--- src/sv/pics_pkg.sv ---
// shared command, status and axis types of the polyline iso crossing sampler
`default_nettype none
package pics_pkg;

	// number of position axes and the index of the last one
	localparam int NAXES = 3;
	typedef logic [1:0] axis_t;
	localparam axis_t AXIS_FIRST = 2'd0;
	localparam axis_t AXIS_LAST  = 2'd2;

	// commands from the controller to the datapath
	typedef struct packed {
		logic  load;       // capture the accepted item, shift the previous vertex
		logic  eval;       // classify the segment, load the divider operands
		logic  pick_cur;   // sampled point is the current vertex
		logic  div_step;   // one quotient bit
		logic  div_first;  // integer quotient bit, no remainder doubling
		logic  diff;       // per axis distance magnitudes
		logic  mul;        // scale one axis distance by the fraction
		logic  add;        // offset one axis from the previous vertex
		logic  commit;     // widen the box and load the result registers
		axis_t axis;
	} pics_cmd_t;

	// status from the datapath to the controller
	typedef struct packed {
		logic emit_direct;  // current vertex is the sample
		logic emit_interp;  // sample value is crossed inside the segment
	} pics_stat_t;

endpackage
`default_nettype wire

--- src/sv/polyline_iso_crossing_sampler.sv ---
// Polyline iso crossing sampler: one item at a time, fraction by a bit-serial divider.
// An item is taken in the idle state and classified in the next cycle; with no sample it is done there.
// A direct hit goes from classification straight to the commit; a crossing runs the one-bit-per-cycle divider,
// then the per axis distances and the shared axis multiplier for each axis in turn before the commit.
// A new item is taken while a finished result waits on the output register.
// Reset clears the register, the previous vertex and the box (marked empty) at once.
`default_nettype none
module polyline_iso_crossing_sampler #(
	parameter int FRAC_BITS = 16
) (
	input  wire                clk,
	input  wire                arst_n,
	input  wire                sample_value_we,
	input  wire signed [31:0]  sample_value,
	input  wire                in_valid,
	output logic               in_stall,
	input  wire signed [31:0]  vertex_x,
	input  wire signed [31:0]  vertex_y,
	input  wire signed [31:0]  vertex_z,
	input  wire signed [31:0]  vertex_param,
	input  wire                fiber_start,
	input  wire                set_start,
	output logic               out_valid,
	input  wire                out_stall,
	output logic signed [31:0] point_x,
	output logic signed [31:0] point_y,
	output logic signed [31:0] point_z,
	output logic signed [31:0] box_min_x,
	output logic signed [31:0] box_min_y,
	output logic signed [31:0] box_min_z,
	output logic signed [31:0] box_max_x,
	output logic signed [31:0] box_max_y,
	output logic signed [31:0] box_max_z
);

	pics_pkg::pics_cmd_t  cmd;
	pics_pkg::pics_stat_t stat;

	// sequencing
	pics_ctrl #(
		.FRAC_BITS (FRAC_BITS)
	) u_ctrl (
		.clk       (clk),
		.arst_n    (arst_n),
		.in_valid  (in_valid),
		.in_stall  (in_stall),
		.out_valid (out_valid),
		.out_stall (out_stall),
		.cmd       (cmd),
		.stat      (stat)
	);

	// arithmetic and state
	pics_dp #(
		.FRAC_BITS (FRAC_BITS)
	) u_dp (
		.clk             (clk),
		.arst_n          (arst_n),
		.cmd             (cmd),
		.stat            (stat),
		.sample_value_we (sample_value_we),
		.sample_value    (sample_value),
		.vertex_x        (vertex_x),
		.vertex_y        (vertex_y),
		.vertex_z        (vertex_z),
		.vertex_param    (vertex_param),
		.fiber_start     (fiber_start),
		.set_start       (set_start),
		.point_x         (point_x),
		.point_y         (point_y),
		.point_z         (point_z),
		.box_min_x       (box_min_x),
		.box_min_y       (box_min_y),
		.box_min_z       (box_min_z),
		.box_max_x       (box_max_x),
		.box_max_y       (box_max_y),
		.box_max_z       (box_max_z)
	);

endmodule
`default_nettype wire

--- src/sv/pics_dp.sv ---
// datapath: vertex history, crossing test, fraction divider, interpolation and bounding box
`default_nettype none
module pics_dp #(
	parameter int FRAC_BITS = 16
) (
	input  wire                      clk,
	input  wire                      arst_n,
	input  wire pics_pkg::pics_cmd_t cmd,
	output pics_pkg::pics_stat_t     stat,
	input  wire                      sample_value_we,
	input  wire signed [31:0]        sample_value,
	input  wire signed [31:0]        vertex_x,
	input  wire signed [31:0]        vertex_y,
	input  wire signed [31:0]        vertex_z,
	input  wire signed [31:0]        vertex_param,
	input  wire                      fiber_start,
	input  wire                      set_start,
	output logic signed [31:0]       point_x,
	output logic signed [31:0]       point_y,
	output logic signed [31:0]       point_z,
	output logic signed [31:0]       box_min_x,
	output logic signed [31:0]       box_min_y,
	output logic signed [31:0]       box_min_z,
	output logic signed [31:0]       box_max_x,
	output logic signed [31:0]       box_max_y,
	output logic signed [31:0]       box_max_z
);

	localparam int QW = FRAC_BITS + 1;
	localparam int PW = 32 + QW;

	logic signed [31:0] vin [pics_pkg::NAXES];

	logic signed [31:0] sample_q;
	logic signed [31:0] prev_q [pics_pkg::NAXES];
	logic signed [31:0] prev_param_q;
	logic signed [31:0] cur_q [pics_pkg::NAXES];
	logic signed [31:0] old_q [pics_pkg::NAXES];
	logic signed [31:0] cur_param_q;
	logic signed [31:0] old_param_q;
	logic               first_q;

	logic [31:0]        rem_q;
	logic [31:0]        den_q;
	logic [QW-1:0]      quo_q;

	logic [31:0]        mag_q [pics_pkg::NAXES];
	logic               neg_q [pics_pkg::NAXES];
	logic [PW-1:0]      prod_q;
	logic               prod_neg_q;
	logic signed [31:0] pt_q [pics_pkg::NAXES];

	logic signed [31:0] lo_q [pics_pkg::NAXES];
	logic signed [31:0] hi_q [pics_pkg::NAXES];
	logic               empty_q;
	logic signed [31:0] res_q [pics_pkg::NAXES];

	logic signed [32:0] d_w;
	logic signed [32:0] e_w;
	logic signed [32:0] ad_w;
	logic signed [32:0] ae_w;
	logic               in_range_w;
	logic [32:0]        trial_w;
	logic               ge_w;
	logic [31:0]        off_w;
	logic signed [31:0] new_lo_w [pics_pkg::NAXES];
	logic signed [31:0] new_hi_w [pics_pkg::NAXES];

	assign vin[0] = vertex_x;
	assign vin[1] = vertex_y;
	assign vin[2] = vertex_z;

	// segment classification from the captured parameters
	always_comb begin
		d_w  = {cur_param_q[31], cur_param_q} - {old_param_q[31], old_param_q};
		e_w  = {sample_q[31], sample_q} - {old_param_q[31], old_param_q};
		ad_w = d_w[32] ? -d_w : d_w;
		ae_w = e_w[32] ? -e_w : e_w;
		in_range_w = ((e_w >= 33'sd0) && (e_w <= d_w)) || ((e_w <= 33'sd0) && (e_w >= d_w));
		stat.emit_direct = (first_q || (cur_param_q == old_param_q))
			&& (cur_param_q == sample_q);
		stat.emit_interp = !first_q && (cur_param_q != old_param_q) && in_range_w;
	end

	// restoring divider step, remainder below the divisor after every step
	always_comb begin
		trial_w = cmd.div_first ? {1'b0, rem_q} : {rem_q, 1'b0};
		ge_w    = trial_w >= {1'b0, den_q};
	end

	// interpolation offset of the selected axis
	assign off_w = prod_q[FRAC_BITS +: 32];

	// box widened by the sampled point
	always_comb begin
		for (int k = 0; k < pics_pkg::NAXES; k++) begin
			if (empty_q) begin
				new_lo_w[k] = pt_q[k];
				new_hi_w[k] = pt_q[k];
			end else begin
				new_lo_w[k] = (pt_q[k] < lo_q[k]) ? pt_q[k] : lo_q[k];
				new_hi_w[k] = (pt_q[k] > hi_q[k]) ? pt_q[k] : hi_q[k];
			end
		end
	end

	// architectural state: register, previous vertex, box
	always_ff @(posedge clk or negedge arst_n) begin
		if (!arst_n) begin
			sample_q     <= '0;
			prev_param_q <= '0;
			empty_q      <= 1'b1;
			for (int k = 0; k < pics_pkg::NAXES; k++) begin
				prev_q[k] <= '0;
				lo_q[k]   <= '0;
				hi_q[k]   <= '0;
			end
		end else begin
			if (sample_value_we) begin
				sample_q <= sample_value;
			end
			if (cmd.load) begin
				prev_param_q <= vertex_param;
				for (int k = 0; k < pics_pkg::NAXES; k++) begin
					prev_q[k] <= vin[k];
				end
				if (set_start) begin
					empty_q <= 1'b1;
				end
			end
			if (cmd.commit) begin
				empty_q <= 1'b0;
				for (int k = 0; k < pics_pkg::NAXES; k++) begin
					lo_q[k] <= new_lo_w[k];
					hi_q[k] <= new_hi_w[k];
				end
			end
		end
	end

	// working registers of the item in flight
	always_ff @(posedge clk) begin
		if (cmd.load) begin
			cur_param_q <= vertex_param;
			old_param_q <= prev_param_q;
			first_q     <= fiber_start | set_start;
			for (int k = 0; k < pics_pkg::NAXES; k++) begin
				cur_q[k] <= vin[k];
				old_q[k] <= prev_q[k];
			end
		end
		if (cmd.eval) begin
			rem_q <= ae_w[31:0];
			den_q <= ad_w[31:0];
			quo_q <= '0;
		end
		if (cmd.div_step) begin
			rem_q <= ge_w ? 32'(trial_w - {1'b0, den_q}) : trial_w[31:0];
			quo_q <= {quo_q[QW-2:0], ge_w};
		end
		if (cmd.diff) begin
			for (int k = 0; k < pics_pkg::NAXES; k++) begin
				logic signed [32:0] dd;
				logic signed [32:0] ad;
				dd = {cur_q[k][31], cur_q[k]} - {old_q[k][31], old_q[k]};
				ad = dd[32] ? -dd : dd;
				mag_q[k] <= ad[31:0];
				neg_q[k] <= dd[32];
			end
		end
		if (cmd.mul) begin
			prod_q     <= {{QW{1'b0}}, mag_q[cmd.axis]} * {{32{1'b0}}, quo_q};
			prod_neg_q <= neg_q[cmd.axis];
		end
		if (cmd.add) begin
			pt_q[cmd.axis] <= prod_neg_q ? old_q[cmd.axis] - $signed(off_w)
				: old_q[cmd.axis] + $signed(off_w);
		end
		if (cmd.pick_cur) begin
			for (int k = 0; k < pics_pkg::NAXES; k++) begin
				pt_q[k] <= cur_q[k];
			end
		end
		if (cmd.commit) begin
			for (int k = 0; k < pics_pkg::NAXES; k++) begin
				res_q[k] <= pt_q[k];
			end
		end
	end

	assign point_x   = res_q[0];
	assign point_y   = res_q[1];
	assign point_z   = res_q[2];
	assign box_min_x = lo_q[0];
	assign box_min_y = lo_q[1];
	assign box_min_z = lo_q[2];
	assign box_max_x = hi_q[0];
	assign box_max_y = hi_q[1];
	assign box_max_z = hi_q[2];

endmodule
`default_nettype wire

--- src/sv/pics_ctrl.sv ---
// controller: item handshake, divider step count, axis sequencing and result valid
`default_nettype none
module pics_ctrl #(
	parameter int FRAC_BITS = 16
) (
	input  wire                       clk,
	input  wire                       arst_n,
	input  wire                       in_valid,
	output logic                      in_stall,
	output logic                      out_valid,
	input  wire                       out_stall,
	output pics_pkg::pics_cmd_t       cmd,
	input  wire pics_pkg::pics_stat_t stat
);

	localparam int CW = $clog2(FRAC_BITS + 1);
	localparam logic [CW-1:0] DIV_LAST = CW'(FRAC_BITS);

	localparam logic [2:0] ST_IDLE   = 3'd0;
	localparam logic [2:0] ST_EVAL   = 3'd1;
	localparam logic [2:0] ST_DIV    = 3'd2;
	localparam logic [2:0] ST_DIFF   = 3'd3;
	localparam logic [2:0] ST_MUL    = 3'd4;
	localparam logic [2:0] ST_ADD    = 3'd5;
	localparam logic [2:0] ST_COMMIT = 3'd6;

	logic [2:0]            state_q;
	logic [2:0]            state_d;
	logic [CW-1:0]         cnt_q;
	pics_pkg::axis_t       axis_q;
	logic                  out_valid_q;
	logic                  commit_ok;

	assign commit_ok = !out_valid_q || !out_stall;
	assign in_stall  = (state_q != ST_IDLE);
	assign out_valid = out_valid_q;

	// next state and commands
	always_comb begin
		state_d       = state_q;
		cmd           = '0;
		cmd.axis      = axis_q;
		cmd.div_first = (cnt_q == '0);
		case (state_q)
			ST_IDLE: begin
				if (in_valid) begin
					cmd.load = 1'b1;
					state_d  = ST_EVAL;
				end
			end
			ST_EVAL: begin
				cmd.eval = 1'b1;
				if (stat.emit_direct) begin
					cmd.pick_cur = 1'b1;
					state_d      = ST_COMMIT;
				end else if (stat.emit_interp) begin
					state_d = ST_DIV;
				end else begin
					state_d = ST_IDLE;
				end
			end
			ST_DIV: begin
				cmd.div_step = 1'b1;
				if (cnt_q == DIV_LAST) begin
					state_d = ST_DIFF;
				end
			end
			ST_DIFF: begin
				cmd.diff = 1'b1;
				state_d  = ST_MUL;
			end
			ST_MUL: begin
				cmd.mul = 1'b1;
				state_d = ST_ADD;
			end
			ST_ADD: begin
				cmd.add = 1'b1;
				state_d = (axis_q == pics_pkg::AXIS_LAST) ? ST_COMMIT : ST_MUL;
			end
			ST_COMMIT: begin
				if (commit_ok) begin
					cmd.commit = 1'b1;
					state_d    = ST_IDLE;
				end
			end
			default: begin
				state_d = ST_IDLE;
			end
		endcase
	end

	// state, counters and result valid
	always_ff @(posedge clk or negedge arst_n) begin
		if (!arst_n) begin
			state_q     <= ST_IDLE;
			cnt_q       <= '0;
			axis_q      <= pics_pkg::AXIS_FIRST;
			out_valid_q <= 1'b0;
		end else begin
			state_q <= state_d;
			if (cmd.eval) begin
				cnt_q <= '0;
			end else if (cmd.div_step) begin
				cnt_q <= cnt_q + 1'b1;
			end
			if (cmd.diff) begin
				axis_q <= pics_pkg::AXIS_FIRST;
			end else if (cmd.add) begin
				axis_q <= axis_q + 1'b1;
			end
			if (cmd.commit) begin
				out_valid_q <= 1'b1;
			end else if (!out_stall) begin
				out_valid_q <= 1'b0;
			end
		end
	end

endmodule
`default_nettype wire
--- config.mk ---
export PLATFORM = sky130hd
export DESIGN_NAME = polyline_iso_crossing_sampler
export DESIGN_NICKNAME = d
export VERILOG_FILES = /design/src/sv/pics_pkg.sv /design/src/sv/polyline_iso_crossing_sampler.sv /design/src/sv/pics_dp.sv /design/src/sv/pics_ctrl.sv
export SDC_FILE = /design/constraint.sdc
export NUM_CORES = 2
export LEC_CHECK = 0
export BUFFER_PORTS_ARGS = -buffer_cell sky130_fd_sc_hd__buf_4
export CELL_PAD_IN_SITES_DETAIL_PLACEMENT = 0
export CELL_PAD_IN_SITES_GLOBAL_PLACEMENT = 1
export CORE_AREA = 2 2 461 417
export CTS_CLUSTER_DIAMETER = 200
export DETAILED_ROUTE_END_ITERATION = 6
export DIE_AREA = 0 0 463 419
export GPL_ROUTABILITY_DRIVEN = 0
export MAX_ROUTING_LAYER = met4
export PLACE_DENSITY = 0.71
export SYNTH_ARGS = -nofsm -noshare
export SYNTH_HDL_FRONTEND = slang
export SYNTH_HIERARCHICAL = 1
export SYNTH_SLANG_ARGS = --single-unit
--- constraint.sdc ---
create_clock -name clk -period 12.9 [get_ports clk]
set_input_delay 1.935 -clock clk [delete_from_list [all_inputs] [get_ports clk]]
set_output_delay 1.935 -clock clk [all_outputs]
set_load 0.005 [all_outputs]
==> out/qor.csv <==
metric;value;unit
status;complete, but fails checks;
violations in the final reports;design-rule violations;
count of TritonRoute iterations in the first routing pass;7;
cell depth of the worst min-delay path;0;
vias per inst;5.292;
global-route wire length before repair;334.5;mm
largest cells by area after synthesis;sky130_fd_sc_hd__edfxtp_1 (26%), sky130_fd_sc_hd__dfrtp_1 (12%), sky130_fd_sc_hd__fa_1 (12%);
unrepaired setup endpoints after global routing;no;
ys async rst share;0.3548;
category of the worst setup path launch point;flip-flop;
cell repeated most along the worst path;sky130_fd_sc_hd__fa_1;
DP Cell Count;10030;
final-report max-slew violation count;0;
half-perimeter wire length after detailed placement;176.4;mm
Final WS setup;3726;ps
Required @ worst endpoint;13370;ps
kind of path behind the tightest hold check;reg2reg;
period utilization;0.7112;
ratio of cells with drive above 1 in the final layout;0.1533;
Most used DFF post-synth;sky130_fd_sc_hd__edfxtp_1;
Cells after Synth;7181;
headroom to the max-slew limit;0.2153;
Layout Cell Area excl Fill;85880;um^2
flop-to-flop setup slack;3730;ps
clock buffers created by TritonCTS;110;
R2R Path End;u_dp/prod_q[47];
pin slew with the least headroom to its limit;1177;ps
remaining number of nets flagged by the antenna check after routing;0;
source-to-sink clock delay at the later pin of the worst-skew pair;780;ps
post-CTS resize count;0;
most used standard cells in the synthesized netlist;sky130_fd_sc_hd__inv_1 (989), sky130_fd_sc_hd__edfxtp_1 (662), sky130_fd_sc_hd__nand2_1 (638);
Final Hold Vio Count;0;
count of standard-cell rows;152;
die extent in x;463;um
max capacitance violation total;0;
number of setup buffers added after CTS;0;
proportion of synthesized chip area in sequential cells;0.3846;
clock tree from TritonCTS;yes;
launching point of the worst reg2reg path;u_ctrl/axis_q[0];
standard cell core area;189600;um^2
maximum number of pins on one net before global-route repair;149;
layout overhead on the synthesized area;13.96;%
netlist area before placement;75370;um^2
Max stage delay cell, worst path;sky130_fd_sc_hd__o21ai_2;
number of synthesized register bits;1026;
path type of the worst setup path;reg2reg;
setup-violating endpoint count in the final report;0;
synthesized netlist net count;8371;
Worst Hold Path EP;u_dp/old_q[1][10];
total number of nets in the final design;8786;
worst setup slack before clock tree synthesis;3774;ps
via count of the first global-routing pass;54290;
sum of negative setup slack;0;ps
vertical die dimension;419;um
number of remaining DRC errors;1;
length in cells of the worst reg-to-reg path;28;
average cell area after synthesis;10.50;um^2
per-cell routed wire length;21.63;um
Iter 0 DRT Violations;3859;
hold-fix buffers at CTS;0;
Vias;54320;
top cell type by total area after synthesis;sky130_fd_sc_hd__edfxtp_1;
endpoint class of the critical path;flip-flop;
Min Clock Period, post-route;9174;ps
dominant cell by count in the synthesized netlist;sky130_fd_sc_hd__inv_1;
Finished Layout Cells;10270;
count of buffers inserted at the top-level ports;456;
Clock Root Buffer;sky130_fd_sc_hd__clkbuf_16;
area share of the largest cell type after synthesis;0.2638;
delay of the slowest cell on the worst path;870;ps
number of flops mapped to enable cells by yosys;662;
start point of the worst hold path;u_dp/prev_q[42];
CTS max path bufs;3;
top-level port count;457;
data arrival at the endpoint of the critical path;9640;ps
clk sink count;1026;
Post-Place Cell Area;81900;um^2
synthesis warning total;6;
maximum fanout along the worst path;56;
aggregate global-route resource usage;0.2326;
final worst clock skew;58.76;ps
remaining global-route overflow;0;
count of distinct cell types in the synthesized netlist;102;
level count of the clock H-tree;3;
Achievable Freq;109.0;MHz
effective utilization at floorplan;0.3975;
antenna violations before repair;43;
die area;194000;um^2
total length of routed wires;222.1;mm
CTS clock-pin slew for the worst setup and hold paths;60;ps
routing by layer:
layer,track usage,wire length (um),share of wire
met4,0.08325,8227,0.037
met5,-,0,0
met1,0.2906,94300,0.42
met3,0.03449,11600,0.052
met2,0.3844,107900,0.49
final cells by class:
type,count,area (um^2)
Multi-Input combinational cell,4920,41870
Fill cell,17860,103700
Timing Repair Buffer,547,4126
Antenna cell,32,80.08
Tap cell,2541,3179
Sequential cell,1026,29000
Inverter,991,3722
Clock buffer,139,3013
Clock inverter,70,895.9
worst max path at each step:
stage                                start              end  slack [ps]  depth (start not counted)
after floorplan                   in_valid  u_dp/prev_q[48]        3050                          5
after global placement    u_ctrl/axis_q[0]  u_dp/prod_q[47]        3850                         28
after detailed placement  u_ctrl/axis_q[0]  u_dp/prod_q[47]        3770                         28
after CTS                 u_ctrl/axis_q[0]  u_dp/prod_q[47]        3740                         28
after global routing      u_ctrl/axis_q[0]  u_dp/prod_q[47]        3220                         28
final                     u_ctrl/axis_q[0]  u_dp/prod_q[47]        3730                         28
worst max-delay path: cells and delay by family (launching register included):
family                     cells  cell delay, ps
DFF                            1             580
xor gates and xnor gates       1              70
AOI/OAI and AO/OA              9            3150
adders and majority gates      7            3020
buffers and inverters          6            1100
and+or+nand+nor                4             570
muxes                          1             200
logic make-up after synthesis:
logic type / Yosys count / synth area share
multiplexers: 453 / 0.06614
AND/OR/NAND/NOR: 1774 / 0.1167
AO/OA/AOI/OAI: 1266 / 0.1086
XOR/XNOR: 404 / 0.04695
flip-flops: 1026 / 0.3846
adder cells (fa/ha/maj): 1023 / 0.2150
buffers and inverters: 1235 / 0.06199
sequential cells by signal (all words and copies together), names as in the netlist, 96 cells and up:
register / flops
u_dp/cur_q: 96
u_dp/mag_q: 96
u_dp/old_q: 96
u_dp/prev_q: 96
u_dp/pt_q: 96
u_dp/res_q: 96
metrics by stage:
step                      utilization  hold slack [ps]
after floorplan                     -            421.0
after global placement         0.4319            424.5
after detailed placement       0.4319            428.3
after CTS                      0.4525            402.6
after global routing           0.4529            410.6
final                          0.4530            396.0
placed cells by master, fill, tap and decap left out, types with 24 or more instances in the layout:
master	count
sky130_fd_sc_hd__a211oi_1	32
sky130_fd_sc_hd__a21o_1	230
sky130_fd_sc_hd__a21oi_1	311
sky130_fd_sc_hd__a31oi_1	58
sky130_fd_sc_hd__and2_1	254
sky130_fd_sc_hd__and3_1	43
sky130_fd_sc_hd__buf_4	545
sky130_fd_sc_hd__clkbuf_16	111
sky130_fd_sc_hd__dfrtp_1	361
sky130_fd_sc_hd__diode_2	32
sky130_fd_sc_hd__edfxtp_1	662
sky130_fd_sc_hd__fa_1	453
sky130_fd_sc_hd__ha_1	570
sky130_fd_sc_hd__inv_1	988
sky130_fd_sc_hd__mux2_2	360
sky130_fd_sc_hd__mux2i_1	92
sky130_fd_sc_hd__nand2_1	638
sky130_fd_sc_hd__nand2b_1	80
sky130_fd_sc_hd__nand3_1	102
sky130_fd_sc_hd__nand4_1	82
sky130_fd_sc_hd__nor2_1	272
sky130_fd_sc_hd__nor2b_1	70
sky130_fd_sc_hd__nor3_1	81
sky130_fd_sc_hd__nor4_1	31
sky130_fd_sc_hd__o211ai_1	25
sky130_fd_sc_hd__o21a_1	60
sky130_fd_sc_hd__o21ai_0	268
sky130_fd_sc_hd__o21ai_1	39
sky130_fd_sc_hd__o21bai_1	26
sky130_fd_sc_hd__or3_1	24
sky130_fd_sc_hd__xnor2_1	257
sky130_fd_sc_hd__xor2_1	147
Power is not shown: default switching activity piles up to over one toggle a cycle in this logic, so the estimate is an artifact.
